**src/sv/wsfp_pkg.sv**
```systemverilog
// shared types, constants and functions for the websocket frame header parser
package wsfp_pkg;

	// seven-bit length codes that call for an extended length
	localparam logic [6:0] LEN_EXT16 = 7'd126;
	localparam logic [6:0] LEN_EXT64 = 7'd127;

	// bytes in each part of the header
	localparam int unsigned BASE_BYTES  = 2;
	localparam int unsigned EXT16_BYTES = 2;
	localparam int unsigned EXT64_BYTES = 8;
	localparam int unsigned KEY_BYTES   = 4;

	// byte position counter
	localparam int unsigned POS_W   = 4;
	localparam int unsigned MAX_POS = BASE_BYTES + EXT64_BYTES + KEY_BYTES;

	// defined opcodes
	localparam logic [3:0] OP_CONT   = 4'h0;
	localparam logic [3:0] OP_TEXT   = 4'h1;
	localparam logic [3:0] OP_BINARY = 4'h2;
	localparam logic [3:0] OP_CLOSE  = 4'h8;
	localparam logic [3:0] OP_PING   = 4'h9;
	localparam logic [3:0] OP_PONG   = 4'hA;

	// form of the payload length field
	typedef enum logic [1:0] {
		FORM_SHORT = 2'd0,
		FORM_EXT16 = 2'd1,
		FORM_EXT64 = 2'd2
	} form_t;

	// one parsed header
	typedef struct packed {
		logic        final_frame;
		logic [2:0]  reserved_bits;
		logic [3:0]  frame_opcode;
		logic        is_masked;
		logic [63:0] payload_size;
		logic [31:0] mask_key;
		logic        header_ok;
	} hdr_t;

	// true for an opcode that the protocol defines
	function automatic logic opcode_defined(input logic [3:0] op);
		logic ok;
		case (op) inside
			OP_CONT, OP_TEXT, OP_BINARY, OP_CLOSE, OP_PING, OP_PONG: ok = 1'b1;
			default: ok = 1'b0;
		endcase
		return ok;
	endfunction

	// count of extended length bytes for a length form
	function automatic logic [POS_W-1:0] ext_bytes(input form_t form);
		logic [POS_W-1:0] n;
		unique case (form)
			FORM_EXT16: n = POS_W'(EXT16_BYTES);
			FORM_EXT64: n = POS_W'(EXT64_BYTES);
			default:    n = '0;
		endcase
		return n;
	endfunction

endpackage

```
**src/sv/wsfp_byte_if.sv**
```systemverilog
// byte stream channel into the header parser
interface wsfp_byte_if;
	logic       valid;
	logic       ready;
	logic [7:0] header_byte;
	logic       starts_header;

	modport source (output valid, output header_byte, output starts_header, input ready);
	modport sink (input valid, input header_byte, input starts_header, output ready);
endinterface

```
**src/sv/wsfp_hdr_if.sv**
```systemverilog
// parsed header channel out of the header parser
interface wsfp_hdr_if;
	logic        valid;
	logic        ready;
	logic        final_frame;
	logic [2:0]  reserved_bits;
	logic [3:0]  frame_opcode;
	logic        is_masked;
	logic [63:0] payload_size;
	logic [31:0] mask_key;
	logic        header_ok;

	modport source (
		output valid, output final_frame, output reserved_bits, output frame_opcode,
		output is_masked, output payload_size, output mask_key, output header_ok,
		input ready
	);
	modport sink (
		input valid, input final_frame, input reserved_bits, input frame_opcode,
		input is_masked, input payload_size, input mask_key, input header_ok,
		output ready
	);
endinterface

```
**src/sv/wsfp_parser.sv**
```systemverilog
// header parse state and per-byte step logic
module wsfp_parser (
	input  logic                clk,
	input  logic                arst_n,
	input  logic                step,
	input  logic [7:0]          header_byte,
	input  logic                starts_header,
	output logic                emit,
	output wsfp_pkg::hdr_t      hdr
);

	logic [wsfp_pkg::POS_W-1:0] pos_q;
	wsfp_pkg::form_t            form_q;
	logic [7:0]                 first_q;
	logic                       mask_q;
	logic [63:0]                len_q;
	logic [31:0]                key_q;

	logic [wsfp_pkg::POS_W-1:0] len_end;
	logic [wsfp_pkg::POS_W-1:0] hdr_end;
	logic [wsfp_pkg::POS_W-1:0] pos_next;
	logic [6:0]                 len7;
	logic                       in_len;
	logic                       past_end;
	logic                       last_key;

	// header layout for the current length form
	assign len_end  = wsfp_pkg::POS_W'(wsfp_pkg::BASE_BYTES) + wsfp_pkg::ext_bytes(form_q);
	assign hdr_end  = len_end + wsfp_pkg::POS_W'(wsfp_pkg::KEY_BYTES);
	assign pos_next = pos_q + 1'b1;
	assign len7     = header_byte[6:0];
	assign past_end = pos_q >= hdr_end;
	assign in_len   = pos_q < len_end;
	assign last_key = !(pos_next < hdr_end);

	// a header completes on its last key byte
	assign emit = step && !starts_header && (pos_q > wsfp_pkg::POS_W'(1))
		&& !past_end && !in_len && last_key;

	// result fields, key includes the byte now arriving
	always_comb begin
		hdr.final_frame   = first_q[7];
		hdr.reserved_bits = first_q[6:4];
		hdr.frame_opcode  = first_q[3:0];
		hdr.is_masked     = mask_q;
		hdr.payload_size  = len_q;
		hdr.mask_key      = {key_q[23:0], header_byte};
		hdr.header_ok     = (first_q[6:4] == 3'd0) && wsfp_pkg::opcode_defined(first_q[3:0])
			&& mask_q;
	end

	// parse state update
	always_ff @(posedge clk or negedge arst_n) begin
		if (!arst_n) begin
			pos_q   <= '0;
			form_q  <= wsfp_pkg::FORM_SHORT;
			first_q <= '0;
			mask_q  <= 1'b0;
			len_q   <= '0;
			key_q   <= '0;
		end else if (step) begin
			if (starts_header) begin
				first_q <= header_byte;
				mask_q  <= 1'b0;
				form_q  <= wsfp_pkg::FORM_SHORT;
				len_q   <= '0;
				key_q   <= '0;
				pos_q   <= wsfp_pkg::POS_W'(1);
			end else if (pos_q == '0) begin
				// idle, byte dropped
			end else if (pos_q == wsfp_pkg::POS_W'(1)) begin
				mask_q <= header_byte[7];
				if (len7 == wsfp_pkg::LEN_EXT16) begin
					form_q <= wsfp_pkg::FORM_EXT16;
					len_q  <= '0;
				end else if (len7 == wsfp_pkg::LEN_EXT64) begin
					form_q <= wsfp_pkg::FORM_EXT64;
					len_q  <= '0;
				end else begin
					form_q <= wsfp_pkg::FORM_SHORT;
					len_q  <= 64'(len7);
				end
				pos_q <= wsfp_pkg::POS_W'(2);
			end else if (past_end) begin
				pos_q <= '0;
			end else if (in_len) begin
				len_q <= {len_q[55:0], header_byte};
				pos_q <= pos_next;
			end else begin
				key_q <= {key_q[23:0], header_byte};
				pos_q <= last_key ? '0 : pos_next;
			end
		end
	end

	// position never runs past the longest header
	a_pos_range: assert property (@(posedge clk) disable iff (!arst_n)
		pos_q <= wsfp_pkg::POS_W'(wsfp_pkg::MAX_POS))
		else $error("byte position beyond longest header");

	// a first byte always restarts at position one
	a_restart: assert property (@(posedge clk) disable iff (!arst_n)
		step && starts_header |=> pos_q == wsfp_pkg::POS_W'(1))
		else $error("restart did not set position one");

	// a completed header returns the parser to idle
	a_emit_idle: assert property (@(posedge clk) disable iff (!arst_n)
		emit |=> pos_q == '0)
		else $error("parser not idle after completed header");

	// a completed header only comes from a running parse
	a_emit_busy: assert property (@(posedge clk) disable iff (!arst_n)
		emit |-> pos_q >= wsfp_pkg::POS_W'(wsfp_pkg::BASE_BYTES + wsfp_pkg::KEY_BYTES - 1))
		else $error("header completed too early");

endmodule

```
**src/sv/websocket_frame_header_parser.sv**
```systemverilog
// Frame header parser for the websocket protocol. Header bytes enter on the byte channel, one
// transaction per byte, with starts_header marking the first byte of each header; that flag
// always drops any partial header. After the two base bytes come two or eight big-endian
// extended length bytes when the seven-bit length is 126 or 127, and then four masking key
// bytes whether or not MASK is set. The last key byte yields one transaction on the header
// channel carrying all fields and header_ok. A byte is accepted every cycle while results are
// taken; each byte passes through one input register, a single step of the position counter
// and one result register.
module websocket_frame_header_parser (
	input  logic       clk,
	input  logic       arst_n,
	wsfp_byte_if.sink  hdr_bytes,
	wsfp_hdr_if.source hdr_result
);

	logic           valid_s1;
	logic [7:0]     byte_s1;
	logic           start_s1;
	logic           res_valid_q;
	wsfp_pkg::hdr_t res_q;
	logic           advance;
	logic           step;
	logic           emit;
	wsfp_pkg::hdr_t hdr;

	// input stage moves on whenever the result register can take a transaction
	assign advance         = !res_valid_q || hdr_result.ready;
	assign step            = valid_s1 && advance;
	assign hdr_bytes.ready = !valid_s1 || advance;

	// input register
	always_ff @(posedge clk or negedge arst_n) begin
		if (!arst_n) begin
			valid_s1 <= 1'b0;
		end else if (hdr_bytes.valid && hdr_bytes.ready) begin
			valid_s1 <= 1'b1;
		end else if (advance) begin
			valid_s1 <= 1'b0;
		end
	end

	always_ff @(posedge clk) begin
		if (hdr_bytes.valid && hdr_bytes.ready) begin
			byte_s1  <= hdr_bytes.header_byte;
			start_s1 <= hdr_bytes.starts_header;
		end
	end

	// parse state and step
	wsfp_parser u_parser (
		.clk           (clk),
		.arst_n        (arst_n),
		.step          (step),
		.header_byte   (byte_s1),
		.starts_header (start_s1),
		.emit          (emit),
		.hdr           (hdr)
	);

	// result register
	always_ff @(posedge clk or negedge arst_n) begin
		if (!arst_n) begin
			res_valid_q <= 1'b0;
		end else if (advance) begin
			res_valid_q <= emit;
		end
	end

	always_ff @(posedge clk) begin
		if (emit) begin
			res_q <= hdr;
		end
	end

	// output channel
	assign hdr_result.valid         = res_valid_q;
	assign hdr_result.final_frame   = res_q.final_frame;
	assign hdr_result.reserved_bits = res_q.reserved_bits;
	assign hdr_result.frame_opcode  = res_q.frame_opcode;
	assign hdr_result.is_masked     = res_q.is_masked;
	assign hdr_result.payload_size  = res_q.payload_size;
	assign hdr_result.mask_key      = res_q.mask_key;
	assign hdr_result.header_ok     = res_q.header_ok;

endmodule
```
**src/flat_wrapper.sv**
```systemverilog
// flat-port wrapper written by rule: the top's interface ports become plain ports
module websocket_frame_header_parser_flat 
  (clk, arst_n, hdr_bytes_valid, hdr_bytes_header_byte, hdr_bytes_starts_header, hdr_bytes_ready, hdr_result_valid, hdr_result_final_frame, hdr_result_reserved_bits, hdr_result_frame_opcode, hdr_result_is_masked, hdr_result_payload_size, hdr_result_mask_key, hdr_result_header_ok, hdr_result_ready);
  wsfp_byte_if hdr_bytes_i ();
  wsfp_hdr_if hdr_result_i ();
  input  logic clk;
  input  logic arst_n;
  input wire logic [$bits(hdr_bytes_i.valid)-1:0] hdr_bytes_valid;
  input wire logic [$bits(hdr_bytes_i.header_byte)-1:0] hdr_bytes_header_byte;
  input wire logic [$bits(hdr_bytes_i.starts_header)-1:0] hdr_bytes_starts_header;
  output wire logic [$bits(hdr_bytes_i.ready)-1:0] hdr_bytes_ready;
  output wire logic [$bits(hdr_result_i.valid)-1:0] hdr_result_valid;
  output wire logic [$bits(hdr_result_i.final_frame)-1:0] hdr_result_final_frame;
  output wire logic [$bits(hdr_result_i.reserved_bits)-1:0] hdr_result_reserved_bits;
  output wire logic [$bits(hdr_result_i.frame_opcode)-1:0] hdr_result_frame_opcode;
  output wire logic [$bits(hdr_result_i.is_masked)-1:0] hdr_result_is_masked;
  output wire logic [$bits(hdr_result_i.payload_size)-1:0] hdr_result_payload_size;
  output wire logic [$bits(hdr_result_i.mask_key)-1:0] hdr_result_mask_key;
  output wire logic [$bits(hdr_result_i.header_ok)-1:0] hdr_result_header_ok;
  input wire logic [$bits(hdr_result_i.ready)-1:0] hdr_result_ready;
  assign hdr_bytes_i.valid = hdr_bytes_valid;
  assign hdr_bytes_i.header_byte = hdr_bytes_header_byte;
  assign hdr_bytes_i.starts_header = hdr_bytes_starts_header;
  assign hdr_bytes_ready = hdr_bytes_i.ready;
  assign hdr_result_valid = hdr_result_i.valid;
  assign hdr_result_final_frame = hdr_result_i.final_frame;
  assign hdr_result_reserved_bits = hdr_result_i.reserved_bits;
  assign hdr_result_frame_opcode = hdr_result_i.frame_opcode;
  assign hdr_result_is_masked = hdr_result_i.is_masked;
  assign hdr_result_payload_size = hdr_result_i.payload_size;
  assign hdr_result_mask_key = hdr_result_i.mask_key;
  assign hdr_result_header_ok = hdr_result_i.header_ok;
  assign hdr_result_i.ready = hdr_result_ready;
  websocket_frame_header_parser u_core (.clk(clk), .arst_n(arst_n), .hdr_bytes(hdr_bytes_i), .hdr_result(hdr_result_i));
endmodule
```
**config.mk**
```make
export PLATFORM = sky130hd
export DESIGN_NAME = websocket_frame_header_parser_flat
export DESIGN_NICKNAME = d
export VERILOG_FILES = /design/src/sv/wsfp_pkg.sv /design/src/sv/wsfp_byte_if.sv /design/src/sv/wsfp_hdr_if.sv /design/src/sv/wsfp_parser.sv /design/src/sv/websocket_frame_header_parser.sv /design/src/flat_wrapper.sv
export SDC_FILE = /design/constraint.sdc
export NUM_CORES = 1
export LEC_CHECK = 0
export BUFFER_PORTS_ARGS = -buffer_cell sky130_fd_sc_hd__buf_2
export CELL_PAD_IN_SITES_DETAIL_PLACEMENT = 1
export CELL_PAD_IN_SITES_GLOBAL_PLACEMENT = 1
export CORE_UTILIZATION = 28
export DETAILED_ROUTE_END_ITERATION = 12
export PLACE_DENSITY_LB_ADDON = 0.1
export SYNTH_ARGS = -nofsm -noshare
export SYNTH_HDL_FRONTEND = slang
export SYNTH_HIERARCHICAL = 1
export SYNTH_SLANG_ARGS = --single-unit
```
**constraint.sdc**
```tcl
create_clock -name clk -period 11 [get_ports clk]
set_input_delay 0 -clock clk [delete_from_list [all_inputs] [get_ports clk]]
set_output_delay 0 -clock clk [all_outputs]
set_load 0.1 [all_outputs]
```
==> metrics.yaml, run 1 <==
clocking:
  clock-sinks: 220
  clock_path_buffers: 3
  htreeDepth: 1
  clkTransAtPathRegs_ns: 0.06
  cts_tree: "done"
  clk_latency_ns: 0.51
  numCtsBuffers: 23
  cts-root-buf: "clkbuf_16"
sta:
  period_needed_ns: 3.65
  holdWs_ns: -0.00742
  final.period_utilization_pct: 33.2
  hold_violations: 2
  tns_ns: 0
  maxSlewViolCount: 0
  finalClockSkew_ns: 0.00800
  setup_viol: 0
  layout_setup_ws_ns: 7.35
  tightest_slew_ns: 1.03
  slew_headroom_pct: 31.6
  rsz0062_at_grt: "false"
  max_freq_mhz: 274
setup_path:
  path_class: "flip-flop to flip-flop"
  reg2reg_slack_ns: 7.35
  cp.arrival_ns: 3.80
  r2r_start: "u_core/u_parser/form_q[0]"
  end_kind: "flip-flop"
  required_ns: 11.14
  r2r_cells: 8
  cp_max_fo: 61
  regToRegEndpoint: "u_core/hdr_result.frame_opcode[3]"
  start_kind: "flip-flop"
placement:
  place_congestion: 0.720
  portBuffers: 120
  place_inst: 910
  pre_cts_slack_ns: 7.30
  dpl.hpwl_um: 10800
yosys:
  yosysSeqAreaShare_pct: 78.0
  synth_top_family_by_area: "compound AO/OA/AOI/OAI gates"
  synth-xor-area-share_pct: 0.225
  syn-num-nets: 466
  synth_compound_area_share_pct: 11.5
  ys_types: 43
  yosys.area.top_type: "edfxtp_1"
  synth-simple-area-share_pct: 4.05
  netlist.area_leader.share_pct: 44.3
  synth_cells: 441
  yosys_warnings: 6
  synth_area_leaders: "edfxtp_1 44%, dfrtp_1 34%, a22o_1 9.1%, ha_1 1.9%, mux2_2 1.3%"
  synthAdderAreaFrac_pct: 1.93
  muxShareOfSynthArea_pct: 1.30
  synth.cell_area_sq_um: 7790
  syn_avg_cell_area_sq_um: 17.7
  ys_seq_elements: 220
detailed_routing:
  vias_per_cell: 4.43
  routed_wl_um: 17300
  ant_nets: 0
  vias: 4268
  wl_per_cell_um: 17.9
  drc_errors: 0
  drtPass1Iterations: 4
  drt_iter0_drc: 258
power:
  powerDensity_nw_per_um2: 218
  power_leakage_nw: 4.19
  peakVddDrop_v: 0.0000944
  p_total_mw: 2.09
global_route:
  grt_max_degree: 72
  overflow: 0
  grt_pass1_vias: 4612
  grt_pass1_wl_um: 27600
  track_usage_pct: 12.4
  grt_antenna_before_repair: 0
floorplanning:
  core_sq_um: 27100
  core.rowCount: 60
  dieArea_sq_um: 28500
  die_h_um: 169
  io_pins: 121
  fp.dieW_um: 169
  initial_core_util_pct: 28.7
run_status:
  violations: "hold timing"
  status: "complete, but fails checks"
job:
  maxCapViolations: 0
layout:
  fillCellCount: 2805
  area_growth_pct: 23.0
  seq_area_sq_um: 6080
  finalNetCount: 601
  finalNonFillerCells: 964
  multi_input_area_sq_um: 1500
  drive_above_1_share_pct: 30.1
  n_antenna_cell: 0
hold_path:
  min_path_type: "input port to asynchronous set/reset pin"
[how the worst max path moves through the flow]
stage                     slack [ns]                                 end                       from
after detailed placement        7.30       u_core/hdr_result.mask_key[0]  u_core/u_parser/form_q[0]
after floorplan                 1.49       u_core/hdr_result.final_frame    u_core/hdr_result.valid
after global placement          7.39       u_core/hdr_result.mask_key[0]  u_core/u_parser/form_q[0]
final                           7.35   u_core/hdr_result.frame_opcode[3]  u_core/u_parser/form_q[0]
after global routing            7.09      u_core/hdr_result.mask_key[15]  u_core/u_parser/form_q[0]
after CTS                       7.28  u_core/hdr_result.payload_size[62]  u_core/u_parser/form_q[0]
[worst max-delay path, stage by stage (launching register included)]
cell and delay, ns:
dfrtp_1 0.35, inv_1 0.06, ha_1 0.32, ha_1 0.30, a21oi_1 0.35, nand3_1 0.33
nor3_2 0.20, buf_4 0.55, buf_4 0.75
[state kept, by name (all words and copies together) (netlist names), 2 cells and up]
| name | flops |
|---|---|
| u_core/u_parser/key_q | 24 |
| u_core/u_parser/first_q | 8 |
| u_core/u_parser/pos_q | 4 |
| u_core/byte_s1 | 8 |
| u_core/hdr_result.mask_key | 32 |
| u_core/hdr_result.frame_opcode | 4 |
| u_core/u_parser/form_q | 2 |
| u_core/hdr_result.reserved_bits | 3 |
| u_core/hdr_result.payload_size | 64 |
| u_core/u_parser/len_q | 64 |
[placed cells by master (no fill, tap or decap), types with 3 or more instances in the layout]
| cell | instances |
|---|---|
| nand3_1 | 5 |
| edfxtp_1 | 115 |
| nand2b_1 | 4 |
| a22o_1 | 81 |
| clkinv_1 | 3 |
| a21oi_1 | 3 |
| nor2_1 | 3 |
| nand2_1 | 23 |
| ha_1 | 12 |
| clkinv_2 | 4 |
| clkbuf_16 | 23 |
| clkbuf_1 | 5 |
| mux2_2 | 9 |
| buf_2 | 119 |
| nor2b_1 | 3 |
| inv_1 | 8 |
| buf_4 | 6 |
| dlygate4sd3_1 | 13 |
| dfrtp_1 | 105 |
| o21ai_0 | 9 |
[synth_stat cells, drive strengths merged]
cell type  count
buf           23
inv            8
xor2           1
and3           2
a31o           1
mux2           9
o2bb2ai        1
a21oi          3
clkbuf         5
and3b          1
nor4b          2
nand3          5
o21ai         10
xnor2          1
o21a           3
and2           2
nand4          1
or3b           2
edfxtp       115
a21o           1
nand3b         2
nor2b          3
a41oi          1
dfrtp        105
nor3           5
o31a           1
ha            12
nor2           3
nand2         23
a22o          81
o22ai          2
a31oi          1
nand2b         4
o211ai         1
nor4           1
[repair_timing]
action | in CTS | in global routing
hold buffers | 13 | 0
setup buffers | 0 | 0
hold endpoints to repair | 55 | 0
gates resized for setup | 0 | 0
[where the power goes]
part	internal (mW)	total, mW	switching [mW]
sequential	0.944	0.999	0.0552
clock	0.443	0.761	0.317
combinational	0.0864	0.329	0.242
total	1.47	2.09	0.615
[cell families (layout without fill, tap and decap cells)]
| kind of cell | Yosys count | in the layout |
|---|---|---|
| AOI/OAI and AO/OA | 106 | 106 |
| adders and majority gates | 12 | 12 |
| buffers and inverters | 36 | 187 |
| muxes | 9 | 9 |
| xor gates and xnor gates | 2 | 2 |
| DFF | 220 | 220 |
| and+or+nand+nor | 56 | 56 |
[stage by stage]
step | util (%) | instance area [sq um] | hold slack [ns]
2_1_floorplan | - | 7790 | -0.296
3_3_place_gp | 32.2 | 8710 | 0.0134
3_5_place_dp | 32.2 | 8710 | 0.0135
4_1_cts | 35.4 | 9580 | 0.0135
5_1_grt | 35.4 | 9580 | 0.0391
6_report | 35.4 | 9580 | -0.00742
[metal layers]
layer | routed length, um | GRT usage, % | vias to the layer above | share of wire [%]
li1 | - | - | 1951 | -
met1 | 7910 | 16.9 | 2208 | 46
met2 | 8360 | 20.1 | 84 | 48
met3 | 702 | 2.13 | 25 | 4.1
met4 | 287 | 3.68 | 0 | 1.7
met5 | 0 | 0 | - | 0
[final cells by class]
type,instances,share of cell area (%)
tap,372,4.86
multi-input combinational,185,15.6
inverter,8,0.313
sequential,220,63.4
clock inverter,12,1.37
timing repair buffer,138,8.04
clock buffer,29,6.34
No activity file was read; power rests on OpenSTA's default activity.
==> run 2, diff against run 1 <==
Clock period 11 ns to 3 ns, I/O delays scaled along.
==> run 2 against run 1 <==
The flow now finishes without violations. Combinational power increased to 4.0 times the previous value. Worst hold slack improved by 0.10 ns. Critical path depth increased by 1. Routed wire length decreased by 3.1%. Utilization increased by 1.2 points. Cell count increased by 0.21%. Count of clock-buffer cells in the layout decreased by 2. Die area unchanged. Critical endpoint is now u_core/hdr_result.mask_key[27]. Largest cell class unchanged. Largest power group unchanged.
==> metrics.yaml, run 2 (same netlist as run 1, synthesis figures left out) <==
power:
  power_leakage_nw: 4.30
  peakVddDrop_v: 0.000352
  powerDensity_nw_per_um2: 840
placement:
  dpl.hpwl_um: 10400
  placed_cell_area_sq_um: 8880
  portBuffers: 120
  place_congestion: 0.759
layout:
  n_antenna_cell: 0
  drive_above_1_share_pct: 33.2
  fillCellCount: 2761
  final_area_sq_um: 9920
  layout_common_cells: "119 x buf_2, 115 x edfxtp_1, 103 x dfrtp_1"
  area_growth_pct: 27.3
  mostFrequentLayoutCell: "buf_2"
  finalNetCount: 602
clocking:
  htreeDepth: 1
  clock-sinks: 220
  clock_path_buffers: 3
  cts-root-buf: "clkbuf_16"
  clkTransAtPathRegs_ns: 0.06
  cts_resized: 0
  holdBufCountCts: 13
  cts_tree: "done"
  clk_latency_ns: 0.51
  numCtsBuffers: 23
  postCtsSetupBuffers: 0
sta:
  final.period_utilization_pct: 86.0
  tns_ns: 0
  rsz0062_at_grt: "false"
  finalClockSkew_ns: 0.0201
  slew_headroom_pct: 48.0
  hold_violations: 0
  tightest_slew_ns: 0.780
  max_freq_mhz: 388
  maxSlewViolCount: 0
  setup_viol: 0
  period_needed_ns: 2.58
detailed_routing:
  drtPass1Iterations: 4
  routed_wl_um: 16700
  vias: 4227
  drt_iter0_drc: 227
  vias_per_cell: 4.38
  drc_errors: 0
  ant_nets: 0
  wl_per_cell_um: 17.3
setup_path:
  start_kind: "flip-flop"
  slowest_stage: "buf_12"
  cp.arrival_ns: 2.71
  path_cells: "inv_2 > ha_4 > inv_2 > ha_4 > nor2b_4 > o21ai_4 > nand3_4 > nor3_4 > buf_12"
  end_kind: "flip-flop"
  crit_family: "buffers and inverters"
  critical_path_buf_inv_count: 3
  path_class: "flip-flop to flip-flop"
  required_ns: 3.13
  worst-path-stages: 9
  r2r_cells: 9
  slowest_delay_ns: 0.48
  cp_max_fo: 107
global_route:
  grt_pass1_wl_um: 26300
  grt_pass1_vias: 4404
  track_usage_pct: 11.8
  overflow: 0
  grt_max_degree: 108
  grt_antenna_before_repair: 0
floorplanning:
  dieArea_sq_um: 28500
  initial_core_util_pct: 28.7
  io_pins: 121
  core_sq_um: 27100
  fp.dieW_um: 169
  core.rowCount: 60
  die_h_um: 169
hold_path:
  min_path_type: "input port to asynchronous set/reset pin"
run_status:
  status: "complete, no violations"
job:
  maxCapViolations: 0
run 2: power breakdown:
part	internal [mW]	total [mW]	switching [mW]
combinational	0.383	1.30	0.916
sequential	3.46	3.67	0.209
clock	2.23	3.36	1.14
run 2: worst paths after layout:
check	slack, ns	startpoint	endpoint
worst max-delay path	0.42	u_core/u_parser/form_q[1]	u_core/hdr_result.mask_key[27]
worst min-delay path	0.09	arst_n	u_core/u_parser/len_q[57]
worst max register to register	0.42	u_core/u_parser/form_q[1]	u_core/hdr_result.mask_key[27]
worst min register to register	0.45	u_core/u_parser/first_q[3]	u_core/hdr_result.frame_opcode[3]
max in group asynchronous	2.08	arst_n	u_core/hdr_result.valid
min in group clk	0.22	hdr_bytes_header_byte[1]	u_core/byte_s1[1]
run 2: layout make-up:
class / instances / area, sq um / share of cell area, %
Multi-Input combinational cell: 185 / 1600 / 16.2
Inverter: 8 / 30.0 / 0.303
Timing Repair Buffer: 139 / 828 / 8.35
Tap cell: 372 / 465 / 4.69
Sequential cell: 220 / 6080 / 61.3
Clock buffer: 27 / 611 / 6.15
Clock inverter: 15 / 299 / 3.01
run 2: through the flow:
step                power [mW]  std cells  worst slack, ns  utilization [%]  hold WS [ns]
floorplan                 4.72        441            -1.33                -        -0.296
global placement          5.02        911            0.466             32.8         0.121
detailed placement        5.04        911            0.403             32.8         0.131
CTS                       8.47        966            0.390             36.6         0.138
global route              8.68        966            0.234             36.6         0.187
finish                    8.33        966            0.420             36.6        0.0948
run 2: worst reg2reg max path, stage by stage (launching register included):
cell,delay [ns]
dfrtp_1,0.42
inv_2,0.09
ha_4,0.15
inv_2,0.05
ha_4,0.20
nor2b_4,0.13
o21ai_4,0.22
nand3_4,0.15
nor3_4,0.22
buf_12,0.48
run 2: layer usage:
| metal | track usage [%] | vias up | wire length (um) |
|---|---|---|---|
| li1 | - | 1946 | - |
| met1 | 16.2 | 2176 | 7620 |
| met2 | 19.3 | 79 | 8170 |
| met3 | 1.89 | 26 | 632 |
| met4 | 3.68 | 0 | 303 |
| met5 | 0 | - | 0 |
